`config.mk`:
```
export PLATFORM = sky130hd
export DESIGN_NAME = mse_front
export DESIGN_NICKNAME = d
export VERILOG_FILES = /design/src/design/mse_pkg.sv /design/src/design/mse_front.sv
export SDC_FILE = /design/constraint.sdc
export NUM_CORES = 1
export LEC_CHECK = 0
export ABC_AREA = 0
export BUFFER_PORTS_ARGS = -buffer_cell sky130_fd_sc_hd__buf_2
export CAP_MARGIN = 20
export CORE_UTILIZATION = 24
export DETAILED_ROUTE_END_ITERATION = 8
export PLACE_DENSITY_LB_ADDON = 0.25
export RECOVER_POWER = 50
export SETUP_SLACK_MARGIN = 0.4
export SYNTH_ARGS = -nofsm -noshare
export SYNTH_HDL_FRONTEND = slang
export SYNTH_SLANG_ARGS = --single-unit
```
`constraint.sdc`:
```
create_clock -name vclk -period 2.15
set_clock_uncertainty 0.2 [all_clocks]
set_input_delay 0.3225 -clock vclk [all_inputs]
set_output_delay 0.3225 -clock vclk [all_outputs]
set_load 0.005 [all_outputs]
```
`src/design/mse_pkg.sv`:
```
// Package for the MIPS subset execute unit: payload structs, decoded item,
// opcode constants and queue depths. No dependencies.
package mse_pkg;

   localparam int DATA_MEM_BYTES = 65536;
   localparam int NUM_REGS       = 32;
   localparam int REG_IDX_W      = 5;
   localparam int MID_DEPTH      = 2;
   localparam int OUT_DEPTH      = 4;

   localparam logic [5:0]  OP_SPECIAL = 6'h00;
   localparam logic [5:0]  OP_ADDIU   = 6'h09;
   localparam logic [5:0]  OP_LW      = 6'h23;
   localparam logic [5:0]  OP_SW      = 6'h2b;
   localparam logic [5:0]  FN_ADDU    = 6'h21;
   localparam logic [31:0] HALT_WORD  = 32'hffff_ffff;

   typedef enum logic [2:0] {
      CLS_NOP,
      CLS_ADDU,
      CLS_ADDIU,
      CLS_LW,
      CLS_SW,
      CLS_HALT,
      CLS_PRELOAD
   } op_class_type;

   typedef struct packed {
      logic        mode;
      logic [31:0] instruction;
      logic [15:0] load_address;
      logic [7:0]  load_byte;
   } req_type;

   typedef struct packed {
      logic        halted;
      logic [31:0] instr_address;
      logic        reg_write_valid;
      logic [4:0]  reg_write_index;
      logic [31:0] reg_write_value;
      logic        mem_write_valid;
      logic [15:0] mem_write_address;
      logic [31:0] mem_write_value;
   } rsp_type;

   typedef struct packed {
      op_class_type          cls;
      logic [REG_IDX_W-1:0]  rs;
      logic [REG_IDX_W-1:0]  rt;
      logic [REG_IDX_W-1:0]  dest;
      logic [15:0]           imm;
      logic [15:0]           load_address;
      logic [7:0]            load_byte;
   } dec_type;

endpackage

```
`src/design/mse_front.sv`:
```
// Front part: accepts request transfers and classifies each instruction word
// into a decoded item for the queue. Depends on mse_pkg.
module mse_front (
   input  logic             req_push,
   input  mse_pkg::req_type req_data,
   output logic             req_full,
   input  logic             queue_full,
   input  logic             clearing,
   output logic             queue_push,
   output mse_pkg::dec_type queue_data
);

   logic [5:0] opcode;
   logic [5:0] funct;

   assign opcode     = req_data.instruction[31:26];
   assign funct      = req_data.instruction[5:0];
   assign req_full   = queue_full || clearing;
   assign queue_push = req_push && !req_full;

   always_comb begin
      queue_data              = '0;
      queue_data.rs           = req_data.instruction[25:21];
      queue_data.rt           = req_data.instruction[20:16];
      queue_data.dest         = req_data.instruction[20:16];
      queue_data.imm          = req_data.instruction[15:0];
      queue_data.load_address = req_data.load_address;
      queue_data.load_byte    = req_data.load_byte;
      queue_data.cls          = mse_pkg::CLS_NOP;
      if (req_data.mode) begin
         queue_data.cls = mse_pkg::CLS_PRELOAD;
      end else if (req_data.instruction == mse_pkg::HALT_WORD) begin
         queue_data.cls = mse_pkg::CLS_HALT;
      end else begin
         case (opcode)
            mse_pkg::OP_SPECIAL: begin
               if (funct == mse_pkg::FN_ADDU) begin
                  queue_data.cls  = mse_pkg::CLS_ADDU;
                  queue_data.dest = req_data.instruction[15:11];
               end
            end
            mse_pkg::OP_ADDIU: begin
               queue_data.cls = mse_pkg::CLS_ADDIU;
            end
            mse_pkg::OP_LW: begin
               queue_data.cls = mse_pkg::CLS_LW;
            end
            mse_pkg::OP_SW: begin
               queue_data.cls = mse_pkg::CLS_SW;
            end
            default: begin
               queue_data.cls = mse_pkg::CLS_NOP;
            end
         endcase
      end
   end

endmodule

```
==> results by group <==
Floorplan
  – Initial Utilization: 25.6%
  – Die width: between 50 and 60 um
  – Die Y: about 53 um
  – Die ar.: roughly 2900 um2
  – I/O Pins: 120
  – Core ar.: 2480 um2
  – Rows: 18

Hold path
  – Worst hold path class: input port to output port
  – Hold Startpoint: req_data[0]

Synthesis
  – Main area contributors after synthesis: buf_4 59%, mux2_4 12%, nand4_1 8.9%
  – Syn nets: 146
  – Seq/Total Area, Yosys: 0%
  – Synth cell types: 15
  – Syn Inst Count: 86
  – Mean post-synth cell area: around 7.4 um2
  – Cell area after synthesis: about 630 um2
  – Area leader, netlist: buf_4
  – Syn. warnings: 0
  – Top-area cell type share of the netlist area: 59.2%

Drt
  – Routed Antenna Nets: 0
  – Vias/cell: approximately 4.5
  – DR vias: 690
  – Drt wl/cell: 11.6 um
  – Final wirelength: 1.78 mm
  – Drt drc: 0
  – Drt pass-1 iters: 1
  – DRT iter0 DRCs: 0

Critical path
  – CP peak stage delay: 0.48 ns
  – CP most frequent cell: buf_6
  – Worst setup EP type: output port
  – Slowest-stage cell, CP: or4_4
  – Required time worst endpoint: 1.63 ns
  – Crit path buf inv count: 3
  – Critical Path, Cell by Cell: buf_6 -> or3_4 -> or4_4 -> buf_6 -> mux2_4 -> buf_6
  – Crit path max fanout: 5
  – Startpoint Class: input port
  – CP top delay family: simple AND/OR/NAND/NOR gates
  – Critical path class: input port to output port
  – Setup crit start: req_data[54]
  – Worst Setup EP: queue_data[42]
  – Worst Path Arrival: approximately 1.8 ns
  – Number of stages on the worst setup path: 6

Run status
  – Failing checks: setup timing
  – Status: complete, but fails checks

Timing
  – Worst setup margin: -0.211 ns
  – Final worst path period share: 110%
  – RSZ-0062 raised after global routing: true
  – Least-Margin Pin Slew: about 0.32 ns
  – Fmax: around 0.42 GHz
  – Crit path time final: 2.36 ns
  – Final setup viols: 6
  – Max-slew violations: 0
  – Rel. slew slack: 78.6%
  – Final hold vios: 0

Cells and area
  – Fillers: approximately 280
  – Area delta synth->final: 47.7%
  – Finished Cell Area: 937 um2
  – CLK BUF: 0
  – Share of cells above drive strength 1: about 83%
  – Diodes inserted: 0
  – Seq Cell Count: 0
  – Register Area: 0 um2
  – Final nets: 186

Clocking
  – Hold Buf Count CTS: 0

Power
  – Tot Pwr: 146 uW
  – Pwr Density: approximately 160 nW/um2
  – Peak VDD IR: roughly 70 uV
  – Leakage dissipation: 0.000515 uW

Place
  – I/O Buffers: 72
  – Area after DPL: around 770 um2
  – Place WS: -0.268 ns
  – Final HPWL DP: 1.56 mm
  – RD Place Congestion: 0.707

GRT
  – Initial antenna violation count: 0
  – Total GRT Usage: between 10% and 20%
  – Largest net degree at the start of global routing: 6
  – Grt ovf: 0
  – Number of global-route vias before repair: 574
  – First-pass GRT wire length: 2.36 mm

Run
  – Max-Cap Viols: 0
cell usage after synthesis, drive strengths merged, types with 2 or more instances:
| cell | n |
|---|---|
| inv | 3 |
| nand2 | 2 |
| a21oi | 2 |
| nor4 | 3 |
| mux2 | 5 |
| nor2 | 4 |
| buf | 51 |
| or3 | 2 |
| nand4 | 9 |
worst min path at each step:
| stage | end | slack, ns | depth (start not counted) |
|---|---|---|---|
| after detailed placement | queue_data[16] | 0.45 | 0 |
| after global routing | queue_data[21] | 0.45 | 0 |
| after CTS | queue_data[16] | 0.45 | 0 |
| final | queue_data[0] | 0.45 | 0 |
| after global placement | queue_data[16] | 0.45 | 0 |
| after floorplan | queue_data[55] | 0.46 | 1 |
per-stage QoR:
| stage | util, % | hold slack [ns] | setup TNS [ns] | cells |
|---|---|---|---|---|
| floorplan | - | 0.463 | 0 | 86 |
| global placement | 30.9 | 0.445 | -1.33 | 151 |
| detailed placement | 30.9 | 0.445 | -1.33 | 151 |
| CTS | 36.0 | 0.445 | -1.10 | 153 |
| global route | 37.8 | 0.445 | -1.42 | 154 |
| finish | 37.8 | 0.445 | -1.06 | 154 |
layer usage:
layer  vias to the layer above  GRT usage [%]  wire length, um
li1                        327              -                -
met1                       305           10.2              565
met2                        56           24.4             1010
met3                         2          0.862              200
met4                         0           1.32                5
met5                         -              0                0
kinds of logic after synthesis:
group / after synthesis / share of synthesized area (%)
compound gates: 5 / 5.92
buf+inv: 54 / 62.7
mux: 5 / 11.8
simple gates: 22 / 19.5
layout by cell type (no fill, tap or decap), drive strengths merged:
master  count
a21oi       2
buf        89
inv         3
mux2        5
nand2       2
nand4       9
nor2        4
nor4        3
o311ai      1
o31a        1
o41ai       1
or2         1
or3         2
or4         1
report_power, final:
| part | internal [uW] | leakage [uW] | switching (uW) |
|---|---|---|---|
| logic | 90.0 | 0.000515 | 56.1 |
| registers | 0 | 0 | 0 |
| clock network | 0 | 0 | 0 |
| total | 90.0 | 0.000515 | 56.1 |
timing repair:
item / in CTS / in global routing
setup buffers: 2 / 1
resized for setup: 21 / 8
setup endpoints to repair: 7 / 8
pin swaps: 12 / 4
cloned: 0 / 0
layout make-up:
| cell class | count | area [um2] | area share [%] |
|---|---|---|---|
| tap | 30 | 37.5 | 4.01 |
| multi-input combinational | 32 | 292 | 31.1 |
| inverter | 3 | 11.3 | 1.20 |
| timing repair buffer | 89 | 597 | 63.7 |
(Power assumes the default switching activity.)
