===== src/design/mse_fifo.sv =====
// Small synchronous queue with an occupancy count, used between the front and
// back parts and on the result side. No package dependencies.
module mse_fifo #(
   parameter int  DEPTH     = 2,
   parameter type item_type = logic
) (
   input  logic                       clock,
   input  logic                       reset,
   input  logic                       push,
   input  item_type                   push_data,
   output logic                       full,
   input  logic                       pop,
   output item_type                   pop_data,
   output logic                       empty,
   output logic [$clog2(DEPTH+1)-1:0] count
);

   localparam int PW = $clog2(DEPTH);
   localparam int CW = $clog2(DEPTH+1);

   item_type          slots_ff [DEPTH];
   logic [PW-1:0]     wr_ptr_ff, wr_ptr_in;
   logic [PW-1:0]     rd_ptr_ff, rd_ptr_in;
   logic [CW-1:0]     count_ff, count_in;
   logic              do_push, do_pop;

   assign full     = (count_ff == CW'(DEPTH));
   assign empty    = (count_ff == '0);
   assign do_push  = push && !full;
   assign do_pop   = pop && !empty;
   assign pop_data = slots_ff[rd_ptr_ff];
   assign count    = count_ff;

   always_comb begin
      wr_ptr_in = wr_ptr_ff;
      rd_ptr_in = rd_ptr_ff;
      if (do_push) begin
         wr_ptr_in = (wr_ptr_ff == PW'(DEPTH-1)) ? '0 : wr_ptr_ff + 1'b1;
      end
      if (do_pop) begin
         rd_ptr_in = (rd_ptr_ff == PW'(DEPTH-1)) ? '0 : rd_ptr_ff + 1'b1;
      end
      count_in = count_ff + CW'(do_push) - CW'(do_pop);
   end

   always_ff @(posedge clock) begin
      if (reset) begin
         wr_ptr_ff <= '0;
         rd_ptr_ff <= '0;
         count_ff  <= '0;
      end else begin
         wr_ptr_ff <= wr_ptr_in;
         rd_ptr_ff <= rd_ptr_in;
         count_ff  <= count_in;
      end
   end

   always_ff @(posedge clock) begin
      if (do_push) begin
         slots_ff[wr_ptr_ff] <= push_data;
      end
   end

endmodule


===== config.mk =====
export PLATFORM = sky130hd
export DESIGN_NAME = mse_fifo
export DESIGN_NICKNAME = d
export VERILOG_FILES = /design/src/design/mse_fifo.sv
export SDC_FILE = /design/constraint.sdc
export NUM_CORES = 1
export LEC_CHECK = 0
export BUFFER_PORTS_ARGS = -buffer_cell sky130_fd_sc_hd__buf_2
export CAP_MARGIN = 20
export CORE_AREA = 2 2 39 41
export CTS_CLUSTER_SIZE = 12
export DETAILED_ROUTE_END_ITERATION = 8
export DIE_AREA = 0 0 41 43
export PLACE_DENSITY = 0.41
export SYNTH_ARGS = -nofsm -noshare
export SYNTH_HDL_FRONTEND = slang
export SYNTH_SLANG_ARGS = --single-unit

===== constraint.sdc =====
create_clock -name clock -period 1.9 [get_ports clock]
set_input_delay 0.285 -clock clock [delete_from_list [all_inputs] [get_ports clock]]
set_output_delay 0.285 -clock clock [all_outputs]
set_load 0.05 [all_outputs]

==> impl_metrics.tcl, run 1 <==
set metrics [dict create \
    n_fill_cell 149 \
    io_pins 10 \
    initial_core_util_pct 22.06 \
    dieArea_sq_mm 0.001763 \
    layout_common_cells "buf_2 (9), dfxtp_1 (5), nor2_1 (4)" \
    die_h_um 43 \
    slowest_delay_ns 0.38 \
    setup_tns_ns 0 \
    post_cts.repair.setup_buffers 0 \
    die_w_um 41 \
    grt_overflow 0 \
    synthSimpleGateAreaFrac_pct 19.26 \
    ys.flop_type "dfxtp_1" \
    finalCriticalPeriod_ns 1.648 \
    vias 237 \
    cp-start-kind "flop" \
    wirelength_um 562 \
    post_dp_cell_area_sq_um 370.4 \
    slew_headroom_pct 83.54 \
    worstPathMaxFanout 5 \
    min_path_type "input port to flop" \
    outcome "complete, no violations" \
    areaGrowthSynthToFinish_pct 29.92 \
    ys_seq_elements 7 \
    antenna_left 0 \
    cp.arrival_ns 1.82 \
    crit_top_cell "ha_1" \
    cts_tree "done" \
    slowest_stage "dfxtp_1" \
    fin_crit_sh_pct 86.75 \
    viasPerCell 4.017 \
    antenna_found_initial 0 \
    synthAdderAreaFrac_pct 8.197 \
    hold_viol_final 0 \
    crit_buf_inv 1 \
    grt_pass1_vias 228 \
    drt_iter0_markers 5 \
    insertion_delay_ns 0.25 \
    tightest_slew_ns 0.2486 \
    cap_violations 0 \
    synthMuxAreaShare_pct 3.689 \
    firstDrtPassIters 2 \
    path_cells "nand2b_2 -> nand2_1 -> ha_1 -> inv_1 -> ha_1 -> xor2_1 -> and2_1 -> nor3_1" \
    num-nets-final 51 \
    synthCells 30 \
    clockBufferDepth 2 \
    numClockSinks 7 \
    ctsHoldBuffers 0 \
    p_leak_nw 0.1990 \
    seq_area_frac_synth_pct 52.46 \
    drive_above_1_share_pct 37.21 \
    fin_area_sq_um 396.6 \
    cp_top_family "simple AND/OR/NAND/NOR gates" \
    syn_nets 37 \
    core_sq_mm 0.001384 \
    cts_resized 0 \
    grt_pass1_wl_um 890 \
    synth-compound-area-share_pct 5.738 \
    cts_root_buf "clkbuf_4" \
    hpwlAfterDp_um 417.7 \
    drv_slew 0 \
    synth_edf_count 2 \
    n_antenna_cell 0 \
    htree_levels 1 \
    synthDistinctLibCells 19 \
    place_congestion 0.6798 \
    rsz0062_at_grt "no" \
    syn_avg_cell_area_sq_um 10.18 \
    cp.required_ns 2.07 \
    yosys_warnings 0 \
    port_buffers 9 \
    syn-cell-area_sq_um 305.3 \
    clock_skew_ns 0.002656 \
    finalSetupViolCount 0 \
    cts.clk_slew.worst_paths_ns 0.05 \
    grt_usage_pct 7.964 \
    final_common_cell "buf_2" \
    synth_xor_area_share_pct 5.738 \
    cts_made_buffers 3 \
    synth_top_family_by_area "simple AND/OR/NAND/NOR gates" \
    end_kind "flop" \
    crit_type "flop to flop" \
    async_flop_share_pct 0 \
    grt_max_degree 7 \
    fmax_mhz 606.7 \
    avgRoutedWirePerCell_um 9.525 \
    core.rowCount 14 \
    peakVddDrop_mv 0.5695 \
    drc_errors 0 \
    power_density_mw_per_mm2 1911 \
]
cell type report:
class	instances	area, sq um	share of cell area [%]
multi-input cells	19	130.1	32.81
flip-flops and latches	7	160.2	40.38
well taps	16	20.02	5.047
inverters	4	15.01	3.785
repair buffers	9	45.04	11.36
clock buffers	4	26.28	6.625
where the power goes:
part           switching (mW)  internal (mW)
sequential             0.0342          0.202
clock                  0.0544         0.0801
combinational           0.272          0.115
total                   0.361          0.397
synthesized netlist by cell type, types with 2 or more instances:
cell      n  area share [%]
dfxtp_1   5              33
nor2_1    4             4.9
inv_1     3             3.7
edfxtp_1  2              20
ha_1      2             8.2
layer usage:
layer	routed length [um]	GRT usage (%)
met1	237	9.121
met2	282	11.25
met3	43	4.712
met4	0	4.000
met5	0	0
worst paths after layout:
path              slack [ns]                    from                endpoint  cells after the start
setup reg to reg        0.25     count[0]$_SDFF_PP0_     count[1]$_SDFF_PP0_                      8
hold / removal          0.23               push_data   slots_ff[0]$_DFFE_PP_                      1
hold reg to reg         0.49  wr_ptr_ff$_SDFFE_PP0P_  wr_ptr_ff$_SDFFE_PP0P_                      2
setup / recovery        0.25     count[0]$_SDFF_PP0_     count[1]$_SDFF_PP0_                      8
logic make-up (layout without fill, tap and decap cells):
group / Yosys count / after routing
simple gates: 11 / 11
flops: 7 / 7
buf+inv: 4 / 17
compound gates: 3 / 3
fa+ha+maj: 2 / 2
xor+xnor: 2 / 2
mux: 1 / 1
through the flow:
stage | power, mW | setup slack [ns] | utilization (%) | cells | hold slack (ns)
3_5_place_dp | 0.6225 | 0.3020 | 26.76 | 55 | 0.4810
4_1_cts | 0.7624 | 0.2558 | 28.66 | 59 | 0.2255
6_report | 0.7580 | 0.2517 | 28.66 | 59 | 0.2296
2_1_floorplan | 0.5461 | 0.009556 | - | 30 | 0.3541
5_1_grt | 0.8143 | 0.1347 | 28.66 | 59 | 0.2230
3_3_place_gp | 0.6147 | 0.3677 | 26.76 | 55 | 0.4712
worst reg2reg max path: stages, from the launching register on:
cell      delay, ns
dfxtp_1        0.38
nand2b_2       0.17
nand2_1        0.07
ha_1           0.27
inv_1          0.04
ha_1           0.18
xor2_1         0.16
and2_1         0.17
nor3_1         0.13
(Power assumes the default switching activity.)
==> inputs of run 2 (changes only) <==
==> constraint.sdc (replaced) <==
create_clock -name clock -period 1.7 [get_ports clock]
set_input_delay 0.255 -clock clock [delete_from_list [all_inputs] [get_ports clock]]
set_output_delay 0.255 -clock clock [all_outputs]
set_load 0.05 [all_outputs]
==> run 2 against run 1 <==
Effect of this change: utilization up 0.18 points; global-route usage up 0.10 points; via count down 2.1%; non-clock buffer count unchanged; hold slack worse by 0.035 ns; register-to-register slack worse by 0.13 ns; critical path depth unchanged; setup slack worse by 0.13 ns; power up 12%; first-iteration DRC count down 100%; final cell count unchanged; clock skew about the same; critical path type unchanged.
==> impl_metrics.tcl, run 2 (synthesized netlist as in run 1, its figures left out) <==
set metrics [dict create \
    areaGrowthSynthToFinish_pct 30.74 \
    drive_above_1_share_pct 41.86 \
    clockBufferDepth 2 \
    worstPathMaxFanout 5 \
    crit_type "flop to flop" \
    cts_resized 0 \
    grt-busiest-layer "met2" \
    peakVddDrop_mv 0.6596 \
    avgRoutedWirePerCell_um 9.017 \
    post_cts.repair.setup_buffers 0 \
    num-nets-final 51 \
    min_path_type "input port to flop" \
    drv_slew 0 \
    ctsHoldBuffers 0 \
    clock_power_share_pct 17.3 \
    p_sw_mw 0.3959 \
    drt_iter0_markers 0 \
    dpl.cell_count 55 \
    grt_util_met3_pct 6.283 \
    cts_tree "done" \
    drc_errors 0 \
    grt_pass1_wl_um 855 \
    die_w_um 41 \
    p_leak_nw 0.1996 \
    htree_levels 1 \
    grt_usage_pct 8.065 \
    final_cells 59 \
    antenna_left 0 \
    cts.clk_slew.worst_paths_ns 0.05 \
    initial_core_util_pct 22.06 \
    hpwlAfterDp_um 430.8 \
    fmax_mhz 634.9 \
    slew_headroom_pct 83.50 \
    cp-start-kind "flop" \
    wirelength_um 532 \
    finalCriticalPeriod_ns 1.575 \
    startpoint "count[0]$_SDFF_PP0_" \
    core_sq_mm 0.001384 \
    die_h_um 43 \
    tightest_slew_ns 0.2492 \
    outcome "complete, no violations" \
    viasPerCell 3.932 \
    grt_overflow 0 \
    firstDrtPassIters 1 \
    met1_usage_pct 8.795 \
    grt_pass1_vias 210 \
    dieArea_sq_mm 0.001763 \
    timing.rr.start "count[0]$_SDFF_PP0_" \
    cts_root_buf "clkbuf_4" \
    io_pins 10 \
    numClockSinks 7 \
    setup_tns_ns 0 \
    finalSetupViolCount 0 \
    grt_max_degree 7 \
    antenna_found_initial 0 \
    layout_common_cells "buf_2 (9), nor2_1 (4), inv_1 (3), dfxtp_1 (3), clkbuf_4 (3)" \
    clock_skew_ns 0.002429 \
    n_antenna_cell 0 \
    end_kind "flop" \
    swShare_pct 46.74 \
    fin_crit_sh_pct 92.65 \
    power_density_mw_per_mm2 2122 \
    min_from "push_data" \
    comb_power_share_pct 51.0 \
    rsz0062_at_grt "no" \
    cp.required_ns 1.86 \
    seqPwrFrac_pct 31.7 \
    cts_made_buffers 3 \
    vias 232 \
    place_congestion 0.6764 \
    insertion_delay_ns 0.25 \
    p_int_mw 0.4511 \
    cp.arrival_ns 1.74 \
    port_buffers 9 \
    hold_viol_final 0 \
    grt.met2_usage_pct 10.00 \
    cap_violations 0 \
    final_common_cell "buf_2" \
    core.rowCount 14 \
]
run 2: critical path: stages (launching register included):
cell	delay (ns)
dfxtp_2	0.35
nand2b_2	0.15
nand2_1	0.06
ha_1	0.27
inv_1	0.04
ha_1	0.18
xor2_1	0.15
and2_1	0.16
nor3_1	0.13
run 2: final timing paths:
| kind | to | depth (start not counted) | slack, ns |
|---|---|---|---|
| min | slots_ff[1]$_DFFE_PP_ | 1 | 0.19 |
| max reg2reg | count[1]$_SDFF_PP0_ | 8 | 0.12 |
| max | count[1]$_SDFF_PP0_ | 8 | 0.12 |
| min reg2reg | wr_ptr_ff$_SDFFE_PP0P_ | 2 | 0.49 |
run 2: power groups by stage:
stage / registers (mW) / clock network [mW] / logic [mW]
after detailed placement: 0.272 / 0 / 0.437
after CTS: 0.269 / 0.158 / 0.439
after global routing: 0.278 / 0.170 / 0.470
final: 0.269 / 0.147 / 0.432
after floorplan: 0.339 / 0 / 0.277
after global placement: 0.271 / 0 / 0.423
run 2: area by class of cell:
cell class	instances	area [sq um]
Multi-Input combinational cell	19	130.1
Sequential cell	7	162.7
Timing Repair Buffer	9	45.04
Fill cell	149	984.7
Clock buffer	4	26.28
Inverter	4	15.01
Tap cell	16	20.02
run 2: layer usage:
| layer | wire length [um] | vias up | share of wire (%) |
|---|---|---|---|
| met4 | 0 | 0 | 0 |
| met2 | 265 | 7 | 50 |
| met1 | 220 | 102 | 41 |
| met3 | 46 | 0 | 8.6 |
| li1 | - | 123 | - |
| met5 | 0 | - | 0 |
run 2: through the flow:
| step | hold slack (ns) | util (%) | power [mW] | setup WS [ns] | instance area, sq um |
|---|---|---|---|---|---|
| global placement | 0.4459 | 26.94 | 0.6934 | 0.2074 | 372.9 |
| floorplan | 0.3192 | - | 0.6157 | 0.01653 | 307.8 |
| CTS | 0.1816 | 28.84 | 0.8659 | 0.1025 | 399.1 |
| detailed placement | 0.4474 | 26.94 | 0.7090 | 0.1140 | 372.9 |
| finish | 0.1941 | 28.84 | 0.8470 | 0.1249 | 399.1 |
| global route | 0.1795 | 28.84 | 0.9191 | 0.02871 | 399.1 |
==> inputs of run 3 (changes only) <==
--- a/config.mk
+++ b/config.mk
@@ -5,13 +5,14 @@
 export SDC_FILE = /design/constraint.sdc
 export NUM_CORES = 1
 export LEC_CHECK = 0
+export ABC_AREA = 1
 export BUFFER_PORTS_ARGS = -buffer_cell sky130_fd_sc_hd__buf_2
 export CAP_MARGIN = 20
 export CORE_AREA = 2 2 39 41
 export CTS_CLUSTER_SIZE = 12
 export DETAILED_ROUTE_END_ITERATION = 8
 export DIE_AREA = 0 0 41 43
-export PLACE_DENSITY = 0.41
+export PLACE_DENSITY = 0.44
 export SYNTH_ARGS = -nofsm -noshare
 export SYNTH_HDL_FRONTEND = slang
 export SYNTH_SLANG_ARGS = --single-unit
==> run 3 against run 2 <==
Effect of this change: clock skew fell by 0.0012 ns; utilization rose by 3.1 points; synthesized cell count rose by 40%; routed wire length rose by 12%; setup slack improved by 0.054 ns; flip-flop and latch count did not move; largest cell class unchanged.
==> impl_metrics.tcl, run 3 <==
set metrics [dict create \
    cts_tree "done" \
    insertion_delay_ns 0.25 \
    seq_area_frac_synth_pct 46.72 \
    p_int_mw 0.4630 \
    grt_pass1_wl_um 986 \
    rsz0062_at_grt "no" \
    cts_made_buffers 3 \
    final_cells 71 \
    core_sq_mm 0.001384 \
    outcome "complete, no violations" \
    drc_errors 0 \
    dpl.cell_count 67 \
    synthSimpleGateAreaFrac_pct 28.83 \
    antenna_left 0 \
    synthTopCellsByArea "dfxtp_1 (29%), edfxtp_1 (18%), inv_1 (11%), nand2_1 (7.7%), ha_1 (7.3%)" \
    grt_usage_pct 9.164 \
    r2r-end "count[1]$_SDFF_PP0_" \
    drive_above_1_share_pct 36.36 \
    synth_common_cells "inv_1 (10), nand2_1 (7), nor2_1 (6)" \
    worstPathMaxFanout 4 \
    cts_resized 0 \
    p_sw_mw 0.4738 \
    cp.arrival_ns 1.67 \
    syn_avg_cell_area_sq_um 8.163 \
    swShare_pct 50.58 \
    fin_crit_sh_pct 89.47 \
    min_path_type "input port to flop" \
    cp.required_ns 1.85 \
    drt_iter0_markers 3 \
    synth_largest_area_cell "dfxtp_1" \
    synth_top_family_by_area "simple AND/OR/NAND/NOR gates" \
    slowest_delay_ns 0.37 \
    power_density_mw_per_mm2 2121 \
    port_buffers 9 \
    dieArea_sq_mm 0.001763 \
    min_from "reset" \
    avgRoutedWirePerCell_um 8.366 \
    grt_pass1_vias 254 \
    finalCriticalPeriod_ns 1.521 \
    syn_nets 49 \
    synth_top_area_share_pct 29.20 \
    yosys_warnings 0 \
    path_cells "inv_1 -> nand2_2 -> nand2_1 -> ha_1 -> inv_1 -> ha_1 -> inv_1 -> nand2_1 -> a21oi_1 -> nor2_1" \
    cp-start-kind "flop" \
    clock_power_share_pct 16.3 \
    end_kind "flop" \
    drv_slew 0 \
    synthDistinctLibCells 13 \
    firstDrtPassIters 4 \
    n_fill_cell 158 \
    comb_power_share_pct 54.0 \
    cts.clk_slew.worst_paths_ns 0.05 \
    grt_max_degree 5 \
    synthAdderAreaFrac_pct 7.299 \
    holdPathEnd "count[0]$_SDFF_PP0_" \
    synthCells 42 \
    async_flop_share_pct 0 \
    post-route-util_pct 31.92 \
    slew_headroom_pct 83.44 \
    viasPerCell 4.056 \
    fmax_mhz 657.5 \
    syn-cell-area_sq_um 342.8 \
    ctsHoldBuffers 0 \
    initial_core_util_pct 24.77 \
    finalSetupViolCount 0 \
    slowest_stage "dfxtp_2" \
    synthMuxAreaShare_pct 3.285 \
    post-synth-top-count-cell "inv_1" \
    synth_xor_area_share_pct 0 \
    tightest_slew_ns 0.2502 \
    peakVddDrop_mv 0.7711 \
    final_common_cell "inv_1" \
    timing.rr.start "count[0]$_SDFF_PP0_" \
    seqPwrFrac_pct 29.7 \
    post_cts.repair.setup_buffers 0 \
    layout_common_cells "inv_1 (10), buf_2 (9), nand2_1 (7)" \
    ys_seq_elements 7 \
    vias 288 \
    io_pins 10 \
    cts_root_buf "clkbuf_4" \
    synth_edf_count 2 \
    cap_violations 0 \
    areaGrowthSynthToFinish_pct 28.83 \
    synth-compound-area-share_pct 2.920 \
    setup_tns_ns 0 \
    r2r_slack_ns 0.18 \
    crit_type "flop to flop" \
    clock_skew_ns 0.001208 \
    die_h_um 43 \
    hold_viol_final 0 \
    place_congestion 0.6658 \
    wirelength_um 594 \
    num-nets-final 63 \
    die_w_um 41 \
    ys.flop_type "dfxtp_1" \
    n_antenna_cell 0 \
    numClockSinks 7 \
    worstRegToRegCells 10 \
    crit_top_cell "inv_1" \
    clockBufferDepth 2 \
    htree_levels 1 \
    grt_overflow 0 \
    p_leak_nw 0.2341 \
    antenna_found_initial 0 \
    hpwlAfterDp_um 480.1 \
    holdPathStages 2 \
    core.rowCount 14 \
]
## run 3: cell types whose count changed after synthesis, moves of 2 or more
cell,previous run,this run
nand2_1,1,7
nor2_2,0,2
nand3_1,0,2
nor2_1,4,6
inv_1,3,10
## run 3: logic make-up after synthesis
group | after synthesis
buffers and inverters | 10
flip-flops | 7
adder cells (fa/ha/maj) | 2
AND/OR/NAND/NOR | 20
multiplexers | 1
AO/OA/AOI/OAI | 2
## run 3: power by group through the flow
stage / Clock (mW) / Sequential, mW / Combinational [mW]
after CTS: 0.163 / 0.280 / 0.512
after floorplan: 0 / 0.358 / 0.338
after global placement: 0 / 0.285 / 0.510
after detailed placement: 0 / 0.283 / 0.511
after global routing: 0.173 / 0.285 / 0.562
final: 0.153 / 0.278 / 0.506
## run 3: worst max path at each step
stage | startpoint | endpoint | slack [ns] | cells past startpoint
after floorplan | count[0]$_SDFF_PP0_ | count[1]$_SDFF_PP0_ | 0.01 | 9
after global placement | count[0]$_SDFF_PP0_ | count[1]$_SDFF_PP0_ | 0.18 | 10
after detailed placement | count[0]$_SDFF_PP0_ | count[1]$_SDFF_PP0_ | 0.17 | 10
after CTS | count[0]$_SDFF_PP0_ | count[1]$_SDFF_PP0_ | 0.17 | 10
after global routing | count[0]$_SDFF_PP0_ | count[1]$_SDFF_PP0_ | 0.03 | 10
final | count[0]$_SDFF_PP0_ | count[1]$_SDFF_PP0_ | 0.18 | 10
## run 3: critical path: cells and delay by family (launching register included)
| kind | cells | cell delay, ns |
|---|---|---|
| fa+ha+maj | 2 | 0.46 |
| flops | 1 | 0.37 |
| simple gates | 4 | 0.28 |
| buf+inv | 3 | 0.16 |
| compound gates | 1 | 0.14 |
## run 3: metrics by stage
| stage | hold slack (ns) | instance area (sq um) | total power [mW] | worst slack [ns] |
|---|---|---|---|---|
| floorplan | 0.3188 | 350.3 | 0.6963 | 0.01026 |
| global placement | 0.4202 | 415.4 | 0.7950 | 0.1842 |
| detailed placement | 0.4194 | 415.4 | 0.7938 | 0.1743 |
| CTS | 0.1449 | 441.7 | 0.9555 | 0.1667 |
| global route | 0.1555 | 441.7 | 1.020 | 0.02541 |
| finish | 0.1550 | 441.7 | 0.9368 | 0.1790 |
## run 3: layout make-up
cell class                 count  area [sq um]  share of cell area [%]
clock buffer                   4         26.28                   5.949
sequential                     7         162.7                   36.83
timing repair buffer           9         45.04                   10.20
multi-input combinational     25         150.1                   33.99
inverter                      10         37.54                   8.499
tap                           16         20.02                   4.533
## run 3: layer usage
| metal | track usage (%) | up-vias | part of all wire [%] |
|---|---|---|---|
| li1 | - | 153 | - |
| met3 | 6.806 | 4 | 13 |
| met2 | 10.94 | 11 | 41 |
| met4 | 8.000 | 0 | 4.0 |
| met1 | 10.06 | 120 | 42 |
| met5 | 0 | - | 0 |
